--- src/design/pnc_pkg.sv ---
`default_nettype none
// ----------------------------------------------------------------------------
// pnc_pkg: shared types, codes and helpers of the palette color matcher
// Operation codes, register indexes, distance width and the RGB565 to
// RGB888 channel expansion.
// ----------------------------------------------------------------------------
package pnc_pkg;

   typedef enum logic [1:0] {
      OP_WRITE_CART    = 2'd0,
      OP_WRITE_OVERLAY = 2'd1,
      OP_MATCH         = 2'd2,
      OP_NONE          = 2'd3
   } op_type;

   localparam logic [1:0] REG_PALETTE_MODE  = 2'd0;
   localparam logic [1:0] REG_CART_COUNT    = 2'd1;
   localparam logic [1:0] REG_OVERLAY_COUNT = 2'd2;

   // Three squared 8-bit differences sum to at most 195075.
   localparam int DIST_W = 18;

   typedef logic [DIST_W-1:0] dist_type;

   // floor(v * 255 / 31) = 8v + floor(7v / 31), the second term counted by compares.
   function automatic logic [7:0] expand5(input logic [4:0] v);
      logic [7:0] t;
      logic [2:0] q;
      t = 8'(v) * 8'd7;
      q = 3'(t >= 8'd31) + 3'(t >= 8'd62) + 3'(t >= 8'd93) + 3'(t >= 8'd124)
        + 3'(t >= 8'd155) + 3'(t >= 8'd186) + 3'(t >= 8'd217);
      return {v, 3'b000} + 8'(q);
   endfunction

   // floor(v * 255 / 63) = 4v + floor(v / 21).
   function automatic logic [7:0] expand6(input logic [5:0] v);
      logic [1:0] q;
      q = 2'(v >= 6'd21) + 2'(v >= 6'd42) + 2'(v >= 6'd63);
      return {v, 2'b00} + 8'(q);
   endfunction

endpackage
`default_nettype wire

--- src/design/pnc_dist_lanes.sv ---
`default_nettype none
// ----------------------------------------------------------------------------
// pnc_dist_lanes: registered squared-distance lanes
// One lane per palette entry computes the squared RGB distance to the query.
// ----------------------------------------------------------------------------
module pnc_dist_lanes
   import pnc_pkg::*;
#(
   parameter int N = 4
) (
   input  wire logic                 clock,
   input  wire logic [7:0]           red,
   input  wire logic [7:0]           green,
   input  wire logic [7:0]           blue,
   input  wire logic [N-1:0][23:0]   entries,
   input  wire logic [N-1:0]         lane_active,
   output      dist_type [N-1:0]     dist_ff,
   output      logic [N-1:0]         active_ff
);

   genvar i;
   generate
      for (i = 0; i < N; i++) begin : g_lane
         logic [7:0] dr, dg, db;
         logic [15:0] sr, sg, sb;
         dist_type dist_in;
         always_comb begin
            dr = (red > entries[i][23:16]) ? red - entries[i][23:16]
                                          : entries[i][23:16] - red;
            dg = (green > entries[i][15:8]) ? green - entries[i][15:8]
                                           : entries[i][15:8] - green;
            db = (blue > entries[i][7:0]) ? blue - entries[i][7:0]
                                         : entries[i][7:0] - blue;
            sr = dr * dr;
            sg = dg * dg;
            sb = db * db;
            dist_in = DIST_W'(sr) + DIST_W'(sg) + DIST_W'(sb);
         end
         always_ff @(posedge clock) begin
            dist_ff[i]   <= dist_in;
            active_ff[i] <= lane_active[i];
         end
      end
   endgenerate

endmodule
`default_nettype wire

--- config.mk ---
export PLATFORM = sky130hd
export DESIGN_NAME = pnc_dist_lanes
export DESIGN_NICKNAME = d
export VERILOG_FILES = /design/src/design/pnc_pkg.sv /design/src/design/pnc_dist_lanes.sv
export SDC_FILE = /design/constraint.sdc
export NUM_CORES = 2
export LEC_CHECK = 0
export BUFFER_PORTS_ARGS = -buffer_cell sky130_fd_sc_hd__clkbuf_2
export CAP_MARGIN = 30
export CORE_UTILIZATION = 45
export DETAILED_ROUTE_END_ITERATION = 12
export PLACE_DENSITY_LB_ADDON = 0.25
export SYNTH_ARGS = -nofsm -noshare
export SYNTH_HDL_FRONTEND = slang
export SYNTH_SLANG_ARGS = --single-unit
--- constraint.sdc ---
create_clock -name clock -period 10.27 [get_ports clock]
set_input_delay 0.5135 -clock clock [delete_from_list [all_inputs] [get_ports clock]]
set_output_delay 0.5135 -clock clock [all_outputs]
set_load 0.005 [all_outputs]
Yosys cells after proc, flatten, opt, wreduce, memory -nomap -nowiden
Cells that the tools add are included.
W data, S select, Z words.

storage, ports and cells
  register bits after elaboration = 76
  bits in latches = 0
  RAM bits = 0
  memory bits (read-only) = 0
  output and inout port bits = 76
  memories kept = 0

operators by class
  $add $sub $neg = 32
  multiply operators = 12
  divide/modulo/power cells = 0
  $lt $le $gt $ge = 12
  eq/ne operators = 0
  shifts and indexed selects = 0
  multiplexer cells = 12
  bitwise operators = 0
  reductions and logical operators = 0

operators by type and width
  operator          number
  $mul A8 B8 Y16    12
  $sub A8 B8 Y8     24
  $gt A8 B8 Y1      12
  $mux W8           12
  $add A17 B16 Y18  4
  $add A16 B16 Y17  4

Longest topological paths before layout
  depth in word-level cells = 5
  mapped depth = 34
  gate-level depth less buffers = 33

Worst setup path after synthesis
OpenSTA, ideal clock, no wires.

  path type = input to register
  from = input port red[0]
  to = register dist_ff[32] (netlist name)
  setup time = 0.127 ns
  data arrival time = 7.915 ns
  path slack = 2.227 ns
  stages = 29
  cells stage by stage = inv_1 ha_1 inv_1 fa_1 a21o_1 a21oi_1 o21bai_1 and2_1 buf_2 mux2i_1 xnor2_1 nand2b_1 fa_1 fa_1 fa_1 inv_1 fa_1 inv_1 fa_1 inv_1 fa_1 fa_1 ha_1 a21o_1 a311oi_1 o31ai_1 a2111oi_0 nor3_1 xor2_1

between the ends
  longest elaborated chain between the ends = 5
  elaborated cells on any way between the ends = 7

RTL lines
  item                                   RTL line              RTL
  start: declaration                     pnc_dist_lanes.sv:12  input wire logic [7:0] red,
  $sub A8 B8 Y8 (tied with other cells)  pnc_dist_lanes.sv:29  : entries[i][23:16] - red;
  $mux W8 *                              pnc_dist_lanes.sv:28  dr = (red > entries[i][23:16]) ? red - entries[i][23:16]
  $mul A8 B8 Y16 *                       pnc_dist_lanes.sv:34  sr = dr * dr;
  $add A16 B16 Y17 *                     pnc_dist_lanes.sv:37  dist_in = DIST_W'(sr) + DIST_W'(sg) + DIST_W'(sb);
  $add A17 B16 Y18 *                     pnc_dist_lanes.sv:37
  net g_lane[1].dist_in[14]              pnc_dist_lanes.sv:26  dist_type dist_in;
  end signal: indexed assignment         pnc_dist_lanes.sv:40  dist_ff[i] <= dist_in;
  end: declaration                       pnc_dist_lanes.sv:17  output dist_type [N-1:0] dist_ff,

The timed path passes the listed nets; every way through them passes the cells marked *.

Final worst setup path
  from = input port red[1]
  to = register dist_ff[69] (netlist name)

between the ends
  longest elaborated chain between the ends = 5
  elaborated cells on any way between the ends = 7

RTL lines
  item                                   RTL line
  $sub A8 B8 Y8 (tied with other cells)  pnc_dist_lanes.sv:29
  $mux W8 *                              pnc_dist_lanes.sv:28
  $mul A8 B8 Y16 *                       pnc_dist_lanes.sv:34
  $add A16 B16 Y17 *                     pnc_dist_lanes.sv:37
  $add A17 B16 Y18 *                     pnc_dist_lanes.sv:37
  net g_lane[3].dist_in[15]              pnc_dist_lanes.sv:26

Marks and branches as above.

==> flow_metrics.tcl <==
set metrics [dict create \
    status "complete, no violations" \
    async_reset_ff_share_pct 0 \
    holdCritPathClass "primary input to register" \
    met2_usage_pct 38.3 \
    grt_util_met1_pct 31.6 \
    avgSynthCellArea_um2 8.88 \
    hpwl_mm 68.5 \
    start_kind "primary input" \
    hold_ws_ps 224 \
    cp_max_fo 11 \
    slew_violations 0 \
    post_cts_buffers 0 \
    start_util_pct 45.9 \
    rows 95 \
    tns_ps 0 \
    whs_endpoint "active_ff[0]$_DFF_P_" \
    crit_arrival_ps 9110 \
    drive_above_1_share_pct 9.67 \
    finalHoldViolCount 0 \
    yosys_most_used_dff "dfxtp_1" \
    coreArea_mm2 0.0676 \
    synth_top_area_share_pct 35.6 \
    endpoint_kind "register" \
    cts_tree "yes" \
    clock_sinks 76 \
    synth_edf_count 0 \
    vias_per_cell 5.01 \
    slew_headroom_pct 27.3 \
    die_h_um 265 \
    wirelength_mm 77.1 \
    cts-root-buf "clkbuf_16" \
    synth_area_leaders "fa_1 (36%), ha_1 (20%), inv_1 (12%)" \
    first_global_vias 23769 \
    post-route-period-util_pct 85.7 \
    synth_common_cells "inv_1 (953), fa_1 (552), ha_1 (495)" \
    fillers 6473 \
    ctsResizeCount 0 \
    clock.fmax_mhz 114 \
    seq_area_frac_synth_pct 4.91 \
    numCtsBuffers 9 \
    yosys.area.top_type "fa_1" \
    wire_per_inst_um 16.9 \
    grt_antenna_before_repair 10 \
    nNetsFinal 4859 \
    cts_buffer_depth 2 \
    synth-seq-cells 76 \
    setup_viol 0 \
    synth_area_mm2 0.0310 \
    regArea_mm2 0.00152 \
    syn-num-nets 4664 \
    die-area_mm2 0.0700 \
    rsz0062_at_grt "false" \
    antenna_cells 0 \
    utilization_pct 49.6 \
    fp.dieW_um 265 \
    drt_pass1_iterations 6 \
    grt_usage_pct 23.0 \
    routabilityCongestion 0.942 \
    num_vias 22858 \
    portBuffers 200 \
    required_ps 10580 \
    ioPinCount 201 \
    gr-total-overflow 0 \
    yosysMostFrequentCell "inv_1" \
    post-route-min-period_ps 8800 \
    grt_max_degree 15 \
    hold_start "lane_active[0]" \
    worst_pin_slew_ps 1060 \
    min_path_cells 1 \
    grt_most_used_layer "met2" \
    cts_max_level 3 \
    multi_input_area_mm2 0.0255 \
    critPathKind "primary input to register" \
    final_antenna_net_count 0 \
    synth_warnings 0 \
    startpoint "red[1]" \
    cap_violations 0 \
    grtUsageMet3_pct 3.13 \
    netlist-cell-type-count 89 \
    grt_pass1_wl_mm 126 \
    postSynthCellCount 3492 \
    drc 0 \
    hold_buffers 0 \
    path_clk_slew_ps 70 \
    area_delta_synth_final_pct 8.11 \
    drt-initial-drc-count 1305 \
]
[placed cells by master, fill, tap and decap left out, types with 10 or more instances in the layout]
cell / netlist / routed
xnor2_1: 72 / 71
ha_1: 495 / 495
xor2_1: 49 / 49
or2_1: 25 / 25
inv_1: 953 / 953
o22ai_1: 10 / 10
o21ai_0: 73 / 73
nor2_1: 328 / 328
nand2_1: 94 / 94
o21bai_1: 26 / 26
buf_4: 4 / 53
a221oi_1: 12 / 12
fa_1: 552 / 552
mux2i_1: 59 / 59
mux2_2: 10 / 10
a21oi_1: 111 / 111
nor2b_1: 26 / 26
nor3_1: 23 / 23
o21ai_1: 11 / 11
or2_2: 21 / 21
a21o_1: 57 / 57
and2_1: 22 / 22
nand2b_1: 67 / 67
dfxtp_1: 76 / 76
and3_1: 13 / 13
nand3_1: 16 / 16
a31oi_1: 20 / 20
a211oi_1: 15 / 15
inv_2: 10 / 10
nand4_1: 26 / 26
clkbuf_2: 3 / 200
[flip-flops by register name (all words and copies together), names as in the netlist]
name	flops
dist_ff	72
active_ff	4
[layout make-up]
class | instances | share of cell area (%)
Clock inverter | 6 | 0.407
Tap cell | 873 | 3.26
Sequential cell | 76 | 4.54
Clock buffer | 9 | 0.672
Inverter | 963 | 10.8
Multi-Input combinational cell | 2384 | 76.2
Timing Repair Buffer | 253 | 4.17
[worst max path at each step]
stage,slack [ps],depth (start not counted),end
2_1_floorplan,2230,29,dist_ff[32]$_DFF_P_
3_3_place_gp,1220,28,dist_ff[32]$_DFF_P_
3_5_place_dp,1060,28,dist_ff[32]$_DFF_P_
4_1_cts,1480,28,dist_ff[32]$_DFF_P_
5_1_grt,940,27,dist_ff[69]$_DFF_P_
6_report,1470,27,dist_ff[69]$_DFF_P_
[routing by layer]
metal  vias to the layer above  share of wire, %
met4                        14               1.9
met2                       491                47
met1                     11176                46
li1                      11096                 -
met3                        81               5.3
met5                         -              0.10
[per-stage QoR]
stage	instances	setup slack (ps)	cell area (µm²)
finish	4564	1470	33500
global route	4564	936	33500
CTS	4564	1480	33500
detailed placement	4549	1060	33200
global placement	4549	1220	33200
floorplan	3492	2230	31000
[worst max-delay path, stage by stage]
cell and delay, ps:
clkbuf_2 290, inv_1 310, ha_1 400, nand4_1 120, or2_2 350, o21ai_4 150, a22oi_1 180, xnor2_1 800
nand2b_1 210, fa_1 470, fa_1 520, fa_1 550, inv_1 50, fa_1 500, inv_1 60, fa_1 530
inv_1 50, fa_1 520, fa_1 440, ha_1 330, nor2b_1 140, o21ai_0 190, a21boi_1 140, o311a_1 340
o21ai_1 350, or4b_1 470, o211ai_1 100
[logic make-up (layout without fill, tap and decap cells)]
family,count (synthesis),in the layout,synth area share [%]
muxes,79,79,2.77
adders and majority gates,1047,1047,55.6
AOI/OAI and AO/OA,423,423,9.02
and+or+nand+nor,703,703,10.8
xor gates and xnor gates,132,132,4.07
DFF,76,76,4.91
buffers and inverters,1032,1231,12.8
Power is not shown: default switching activity piles up to over one toggle a cycle in this logic, so the estimate is an artifact.
