[src/design/pnc_pkg.sv]
`default_nettype none
// ----------------------------------------------------------------------------
// pnc_pkg: shared types, codes and helpers of the palette color matcher
// Operation codes, register indexes, distance width and the RGB565 to
// RGB888 channel expansion.
// ----------------------------------------------------------------------------
package pnc_pkg;

   typedef enum logic [1:0] {
      OP_WRITE_CART    = 2'd0,
      OP_WRITE_OVERLAY = 2'd1,
      OP_MATCH         = 2'd2,
      OP_NONE          = 2'd3
   } op_type;

   localparam logic [1:0] REG_PALETTE_MODE  = 2'd0;
   localparam logic [1:0] REG_CART_COUNT    = 2'd1;
   localparam logic [1:0] REG_OVERLAY_COUNT = 2'd2;

   // Three squared 8-bit differences sum to at most 195075.
   localparam int DIST_W = 18;

   typedef logic [DIST_W-1:0] dist_type;

   // floor(v * 255 / 31) = 8v + floor(7v / 31), the second term counted by compares.
   function automatic logic [7:0] expand5(input logic [4:0] v);
      logic [7:0] t;
      logic [2:0] q;
      t = 8'(v) * 8'd7;
      q = 3'(t >= 8'd31) + 3'(t >= 8'd62) + 3'(t >= 8'd93) + 3'(t >= 8'd124)
        + 3'(t >= 8'd155) + 3'(t >= 8'd186) + 3'(t >= 8'd217);
      return {v, 3'b000} + 8'(q);
   endfunction

   // floor(v * 255 / 63) = 4v + floor(v / 21).
   function automatic logic [7:0] expand6(input logic [5:0] v);
      logic [1:0] q;
      q = 2'(v >= 6'd21) + 2'(v >= 6'd42) + 2'(v >= 6'd63);
      return {v, 2'b00} + 8'(q);
   endfunction

endpackage
`default_nettype wire

[src/design/pnc_min_tree.sv]
`default_nettype none
// ----------------------------------------------------------------------------
// pnc_min_tree: pipelined minimum search
// A binary tree with one register level per compare level; the lower index
// wins a tie, and inactive leaves never win.
// ----------------------------------------------------------------------------
module pnc_min_tree
   import pnc_pkg::*;
#(
   parameter int N      = 4,
   parameter int LEVELS = 2,
   parameter int IW     = 2
) (
   input  wire logic              clock,
   input  wire logic [N-1:0]      leaf_active,
   input  wire dist_type [N-1:0]  leaf_dist,
   output      logic              best_found,
   output      dist_type          root_dist,
   output      logic [IW-1:0]     root_slot
);

   localparam int P = 1 << LEVELS;

   logic          act [1:2*P-1];
   dist_type      dst [1:2*P-1];
   logic [IW-1:0] idx [1:2*P-1];

   genvar j, k;
   generate
      for (j = 0; j < P; j++) begin : g_leaf
         if (j < N) begin : g_used
            assign act[P+j] = leaf_active[j];
            assign dst[P+j] = leaf_dist[j];
         end else begin : g_pad
            assign act[P+j] = 1'b0;
            assign dst[P+j] = '0;
         end
         assign idx[P+j] = IW'(j);
      end
      for (k = 1; k < P; k++) begin : g_node
         logic take_left;
         assign take_left = act[2*k] && (!act[2*k+1] || dst[2*k] <= dst[2*k+1]);
         always_ff @(posedge clock) begin
            act[k] <= act[2*k] | act[2*k+1];
            dst[k] <= take_left ? dst[2*k] : dst[2*k+1];
            idx[k] <= take_left ? idx[2*k] : idx[2*k+1];
         end
      end
   endgenerate

   assign best_found = act[1];
   assign root_dist  = dst[1];
   assign root_slot  = idx[1];

endmodule
`default_nettype wire

[config.mk]
export PLATFORM = sky130hd
export DESIGN_NAME = pnc_min_tree
export DESIGN_NICKNAME = d
export VERILOG_FILES = /design/src/design/pnc_pkg.sv /design/src/design/pnc_min_tree.sv
export SDC_FILE = /design/constraint.sdc
export NUM_CORES = 1
export LEC_CHECK = 0
export ABC_AREA = 1
export BUFFER_PORTS_ARGS = -buffer_cell sky130_fd_sc_hd__buf_2
export CORE_ASPECT_RATIO = 0.7
export CORE_MARGIN = 10
export CORE_UTILIZATION = 35
export CTS_CLUSTER_SIZE = 30
export DETAILED_ROUTE_END_ITERATION = 10
export GPL_TIMING_DRIVEN = 0
export MAX_ROUTING_LAYER = met4
export PLACE_DENSITY = 0.63
export SKIP_LAST_GASP = 1
export SLEW_MARGIN = 20
export SYNTH_ARGS = -nofsm -noshare
export SYNTH_HDL_FRONTEND = slang
export SYNTH_SLANG_ARGS = --single-unit
[constraint.sdc]
create_clock -name clock -period 4.05 [get_ports clock]
set_input_delay 0.6075 -clock clock [delete_from_list [all_inputs] [get_ports clock]]
set_output_delay 0.6075 -clock clock [all_outputs]
set_load 0.05 [all_outputs]
Word level (Yosys, flattened, before mapping)
Index checks and enable logic that the tools add are counted.
{ "totals": {"ff_bits": 62, "in_bits": 77, "output_inout_bits": 21, "word_cells": 30} }
{ "op_classes": {"magnitude_cmp": 3, "muxes": 6, "bitwise": 3, "reduce_logical": 9} }
{ "ops": {"columns": ["op", "count"], "rows": [
  ["18-bit <= comparator", 3],
  ["18-bit two-way mux", 3],
  ["1-bit logical AND", 3],
  ["1-bit zero test", 3],
  ["1-bit logical OR", 3],
  ["1-bit OR", 3],
  ["1-bit two-way mux", 2],
  ["2-bit two-way mux", 1]
]} }

Logic depth before layout (Yosys ltp)
Gate-level depths: netlist of run 1.
{ "depth": {"word_depth": 4, "mapped_depth": 15, "mapped_depth_nobuf": 14} }

Worst setup path before layout of run 1
No wires, ideal clock.
{ "synth_path": {"path_type": "input -> register", "start": "input leaf_dist[71] (netlist bit)", "end": "register dst[80] (netlist bit)", "setup_time_ns": 0.112, "t_arrival_ns": 1.832, "required_time_ns": 3.938, "slack_ns": 2.106, "cell_stages": 12, "n_path_buf": 1, "cell_sequence": "inv_1 > ha_1 > nand2_2 > nor2_4 > nand2_2 > nor2_4 > o21ai_2 > nand3_2 > nand2_4 > buf_4 > nand3_1 > nand2_2"} }
{ "synth_between": {"elab_chain_cells": 4} }
{ "synth_rtl": {"columns": ["item", "line_no", "text"], "rows": [
  ["start: declaration", "pnc_min_tree.sv:16", "input wire dist_type [N-1:0] leaf_dist,"],
  ["18-bit <= comparator", "pnc_min_tree.sv:42", "assign take_left = act[2*k] && (!act[2*k+1] || dst[2*k] <= dst[2*k+1]);"],
  ["1-bit logical OR", "pnc_min_tree.sv:42", null],
  ["1-bit logical AND", "pnc_min_tree.sv:42", null],
  ["18-bit two-way mux", "pnc_min_tree.sv:45", "dst[k] <= take_left ? dst[2*k] : dst[2*k+1];"],
  ["end signal: indexed assignment", "pnc_min_tree.sv:45", null],
  ["end: declaration", "pnc_min_tree.sv:25", "dist_type dst [1:2*P-1];"]
]} }
Every way passes these cells.

Worst setup path after layout of run 1
{ "layout_path": {"start": "register dst[85] (netlist bit)", "end": "register dst, in the netlist root_dist[15]"} }
{ "layout_between": {"elab_chain_cells": 4} }
{ "layout_rtl": {"columns": ["item", "line_no"], "rows": [
  ["18-bit <= comparator", "pnc_min_tree.sv:42"],
  ["1-bit logical OR", "pnc_min_tree.sv:42"],
  ["1-bit logical AND", "pnc_min_tree.sv:42"],
  ["18-bit two-way mux", "pnc_min_tree.sv:45"]
]} }
Every way passes these cells.

==> run_results.csv, run 1 <==
group,metric,value,unit
status,status,"completed",
place,dpl.hpwl,8720,um
layout,finalNetCount,776,
clock_tree,clk_latency,0.32,ns
layout,drive_gt1_frac,0.289,
place,io_buffers,97,
setup_path,crit_path_top_delay_cell,"dfxtp_1",
die,std_cell_rows,32,
global_route,globalRoute.busiestLayer,"met2",
clock_tree,clockBufferDepth,2,
clock_tree,cts_setup_buffers,0,
drt,drt-total-wl,10200,um
setup_path,r2r_setup_slack,2.04,ns
global_route,grt_pass1_vias,3623,
drt,firstDrtPassIters,6,
sta,fmax,498,MHz
global_route,grt_max_degree,12,
yosys,synth_simple_gate_area_frac,0.334,
die,fp.dieArea,15900,sq um
drt,drc,0,
layout,finalNonFillerCells,803,
sta,drv_slew,0,
power_and_ir_drop,power.clock.fraction,0.352,
die,die_w,146,um
yosys,syn_avg_cell_area,7.29,sq um
die,initial_core_util,0.357,
yosys,synth_mux_area_frac,0,
die,top_level_ports,98,
die,die_y,109,um
drt,detail-route-antenna-nets,0,
yosys,synthAdderAreaFrac,0.173,
power_and_ir_drop,peakVddDrop,0.203,mV
layout,fillerInstances,1143,
global_route,grt-ovfl-total,0,
sta,whs,0.436,ns
global_route,antenna_found_initial,0,
global_route,grt.total_usage,0.132,
place,placed_cells_incl_taps,787,
setup_path,end_kind,"flop",
yosys,ys_ff_latch,61,
place,gp_congestion,0.871,
sta,tightestPinTransition,0.462,ns
hold_path,hold_class,"reg2reg",
clock_tree,path_clk_slew,0.05,ns
setup_path,cp.arrival,2.20,ns
power_and_ir_drop,netSwitchingPower,0.729,mW
global_route,grt_pass1_wl,16500,um
sta,setup_ws,2.04,ns
yosys,syn_area,3920,sq um
sta,slew-limit-headroom,0.692,
clock_tree,cts_tree,"done",
clock_tree,htree_levels,3,
power_and_ir_drop,pwr-share-seq,0.336,
setup_path,path_cells,"inv_1 -> ha_1 -> nand2_1 -> nor2_1 -> nand2_1 -> nor2_1 -> o21ai_1 -> nand3_1 -> nand2_1 -> buf_6 -> buf_6 -> nand3_2 -> nand2_1",
setup_path,cp-start-kind,"flop",
job,cap_violations,0,
layout,antenna_cells,0,
place,dp_worst_setup_slack,1.80,ns
global_route,grt_util_met3,0.0255,
power_and_ir_drop,p_comb_frac,0.311,
setup_path,criticalPathCategory,"reg2reg",
clock_tree,ctsHoldBuffers,0,
power_and_ir_drop,powerDensity,444,nW/um^2
yosys,synth-compound-area-share,0.0351,
yosys,synthCells,537,
drt,vias_per_cell,4.44,
sta,timing.final.crit_share,0.496,
power_and_ir_drop,p_int,1.45,mW
global_route,use_met2,0.205,
sta,grt_setup_unrepaired,"no",
yosys,yosysSeqAreaShare,0.312,
drt,wl_per_cell,12.7,um
die,core-area,11000,sq um
power_and_ir_drop,power.total,2.18,mW
power_and_ir_drop,sw_frac_of_total,0.335,
sta,hold_viol,0,
yosys,synth_top_family_by_area,"simple AND/OR/NAND/NOR gates",
power_and_ir_drop,power.leakage,2.90,nW
yosys,synth-warning-count,0,
yosys,synthXorXnorAreaFrac,0,
sta,setup_tns,0,ns
sta,setup_viol,0,
setup_path,critPathMaxFanout,10,
drt,num_vias,3567,
clock_tree,numCtsBuffers,9,
clock_tree,post_cts_resized,0,
setup_path,path_common_cell,"nand2_1",
global_route,met1_usage,0.169,
yosys,syn_nets,668,
setup_path,crit_required,4.24,ns
setup_path,cp.buffers_inverters,3,
sta,clock_skew,0.00984,ns
clock_tree,clock-root-buffer,"clkbuf_16",
drt,first_iter_violations,150,
setup_path,cpLargestDelayFamily,"simple AND/OR/NAND/NOR gates",
sta,min_period,2.01,ns
clock_tree,clock-sinks,61,
yosys,ys_types,27,
layout,area_growth_syn_to_layout,25.2,%
setup_path,critical-path-max-stage-delay,0.34,ns
==> synth_stat cells (all sizes together) <==
library cell	number	share of area
nand2	196	0.21
inv	84	0.081
dfxtp	61	0.31
nand3	59	0.091
ha	54	0.17
buf	30	0.062
nor2	23	0.028
a21oi	14	0.018
clkbuf	4	0.0038
a21boi	3	0.0067
a21o	3	0.0058
o21ai	3	0.0048
or2	3	0.0048
==> power groups by stage <==
stage | sequential [mW] | clock [mW] | combinational [mW]
3_5_place_dp | 0.744 | 0 | 0.682
6_report | 0.732 | 0.767 | 0.677
4_1_cts | 0.732 | 0.781 | 0.684
5_1_grt | 0.740 | 0.807 | 0.755
3_3_place_gp | 0.743 | 0 | 0.663
2_1_floorplan | 0.726 | 0 | 0.511
==> per-stage QoR <==
step	util	area [sq um]
3_3_place_gp	0.419	4590
2_1_floorplan	-	3920
6_report	0.447	4900
4_1_cts	0.447	4900
5_1_grt	0.447	4900
3_5_place_dp	0.419	4590
==> state kept, by name (all words and copies together) (netlist names) <==
name and flops:
best_found 1, idx 2, root_slot 2, act 2, root_dist 18, dst 36
==> per-layer routing <==
metal | wire, um | part of all wire
met3 | 447 | 0.044
met4 | 188 | 0.019
met1 | 5070 | 0.50
met5 | 0 | 0
met2 | 4460 | 0.44
==> path summary, 6_finish.rpt <==
| kind | from | end | cells after the start |
|---|---|---|---|
| max | dst[85]$_DFF_P_ | root_dist[15]$_DFF_P_ | 13 |
| min | idx[8]$_DFF_P_ | root_slot[0]$_DFF_P_ | 2 |
| max reg2reg | dst[85]$_DFF_P_ | root_dist[15]$_DFF_P_ | 13 |
| min reg2reg | idx[8]$_DFF_P_ | root_slot[0]$_DFF_P_ | 2 |
==> cell type report <==
cell class	count	area, sq um	area share
timing repair buffer	97	485	0.0990
inverter	84	315	0.0643
clock buffer	11	253	0.0515
multi-input combinational	358	2120	0.432
tap	153	191	0.0390
clock inverter	5	58.8	0.0120
sequential	61	1220	0.249
buffer	34	259	0.0528
==> tightest hold or removal path: cells and delay by family (launching register included) <==
kind,cells,cell delay [ns]
DFF,1,0.31
and+or+nand+nor,2,0.10
==> layout by cell type (no fill, tap or decap), types with 9 or more instances in the layout <==
cell type	n
nand2_1	172
buf_2	99
inv_1	84
dfxtp_1	61
ha_1	54
nand3_1	47
buf_4	23
nand2_2	20
nor2_1	18
a21oi_1	14
nand3_2	12
clkbuf_16	9
==> cells by family after synthesis <==
group | after synthesis
buffers and inverters | 118
AO/OA/AOI/OAI | 23
flip-flops | 61
adder cells (fa/ha/maj) | 54
AND/OR/NAND/NOR | 281
(Power assumes the default switching activity.)
==> run 2, diff against run 1 <==
clock period = 1.9 ns   (was 4.05 ns; I/O delays follow)
==> run_results.csv, run 2 (synthesized netlist as in run 1, its figures left out) <==
group,metric,value,unit
die,std_cell_rows,32,
clock_tree,clock-root-buffer,"clkbuf_16",
global_route,grt-ovfl-total,0,
sta,setup_viol,0,
die,fp.dieArea,15900,sq um
drt,wl_per_cell,13.0,um
sta,min_period,1.84,ns
global_route,grt_max_degree,12,
setup_path,critical-path-max-stage-delay,0.32,ns
clock_tree,clockBufferDepth,2,
sta,hold_viol,0,
sta,slew-limit-headroom,0.688,
die,top_level_ports,98,
clock_tree,path_clk_slew,0.05,ns
global_route,grt_pass1_wl,16500,um
layout,drive_gt1_frac,0.335,
drt,num_vias,3620,
die,initial_core_util,0.357,
clock_tree,clk_latency,0.32,ns
die,core-area,11000,sq um
power_and_ir_drop,power.leakage,2.92,nW
clock_tree,ctsHoldBuffers,0,
drt,firstDrtPassIters,5,
drt,first_iter_violations,139,
layout,finalNetCount,779,
sta,timing.final.crit_share,0.969,
sta,drv_slew,0,
setup_path,path_cells,"inv_1 -> ha_4 -> nand2_1 -> nor2_2 -> nand2_2 -> nor2_2 -> o21ai_1 -> nand3_1 -> nand2_2 -> buf_6 -> buf_4 -> nand3_1 -> nand2_1",
clock_tree,cts_tree,"done",
global_route,grt.total_usage,0.132,
hold_path,hold_class,"in2reg",
global_route,grt_pass1_vias,3623,
place,dpl.hpwl,8720,um
setup_path,crit_required,2.11,ns
place,io_buffers,97,
die,die_y,109,um
setup_path,criticalPathCategory,"reg2reg",
drt,detail-route-antenna-nets,0,
layout,antenna_cells,0,
place,gp_congestion,0.871,
layout,largest_register,"dst",
layout,fillerInstances,1114,
layout,finish.utilization,0.458,
setup_path,critPathMaxFanout,7,
setup_path,cpLargestDelayFamily,"simple AND/OR/NAND/NOR gates",
die,die_w,146,um
setup_path,cp-start-kind,"flop",
power_and_ir_drop,power.total,4.73,mW
global_route,antenna_found_initial,0,
status,status,"completed",
job,cap_violations,0,
power_and_ir_drop,peakVddDrop,0.439,mV
layout,final_common_cell,"nand2_1",
drt,drt-total-wl,10500,um
clock_tree,htree_levels,3,
sta,clock_skew,0.00883,ns
drt,drc,0,
clock_tree,clock-sinks,61,
setup_path,cp.buffers_inverters,3,
sta,fmax,543,MHz
power_and_ir_drop,powerDensity,941,nW/um^2
layout,area_growth_syn_to_layout,28.4,%
clock_tree,numCtsBuffers,9,
sta,tightestPinTransition,0.467,ns
setup_path,crit_path_top_delay_cell,"dfxtp_1",
drt,vias_per_cell,4.49,
setup_path,end_kind,"flop",
layout,largest_reg_flops,36,
setup_path,cp.arrival,2.05,ns
layout,layout_common_cells,"nand2_1, buf_2, inv_1",
## run 2: tightest hold or removal path, delay by kind of cell
kind | cells | cell delay [ns]
and+or+nand+nor | 2 | 0.09
buffers and inverters | 1 | 0.09
## run 2: layout make-up
cell class | count | area [sq um] | share of cell area
plain buffers | 34 | 267 | 0.0530
flip-flops and latches | 61 | 1240 | 0.247
well taps | 153 | 191 | 0.0381
clock inverters | 5 | 58.8 | 0.0117
multi-input cells | 358 | 2190 | 0.437
inverters | 84 | 315 | 0.0627
repair buffers | 100 | 508 | 0.101
clock buffers | 11 | 253 | 0.0503
## run 2: final timing paths
check,start,to,slack (ns),depth (start not counted)
worst max-delay path,dst[87]$_DFF_P_,root_dist[0]$_DFF_P_,0.06,13
worst min-delay path,leaf_dist[68],dst[86]$_DFF_P_,0.17,3
worst max register to register,dst[87]$_DFF_P_,root_dist[0]$_DFF_P_,0.06,13
worst min register to register,idx[8]$_DFF_P_,root_slot[0]$_DFF_P_,0.44,2
## run 2: per-stage QoR
stage | worst slack, ns | area (sq um) | hold slack, ns | cells | TNS (ns)
floorplan | 0.238 | 3920 | 0.386 | 537 | 0
global placement | 0.00824 | 4590 | 0.418 | 787 | 0
detailed placement | -0.0631 | 4590 | 0.433 | 787 | -0.296
CTS | 0.00116 | 4910 | 0.162 | 803 | 0
global route | -0.0552 | 5030 | 0.173 | 806 | -0.543
finish | 0.0586 | 5030 | 0.175 | 806 | 0
## run 2: timing repair
action / in CTS / in global routing
pin swaps: 3 / 4
buffers inserted: 0 / 3
gates resized for setup: 5 / 27
setup endpoints to repair: 10 / 19
## run 2: power by group
part	leakage, nW	internal [mW]	switching (mW)
combinational	2.26	0.578	0.946
sequential	0.515	1.47	0.0998
clock	0.148	1.08	0.550
total	2.92	3.13	1.60
## run 2: per-layer routing
metal  vias up  share of wire  track usage  wire, um
met1      1612           0.49        0.169      5140
met2       127           0.45        0.205      4670
li1       1864              -            -         -
met5         -              0            -         0
met4         0          0.018       0.0463       187
met3        17          0.044       0.0255       465
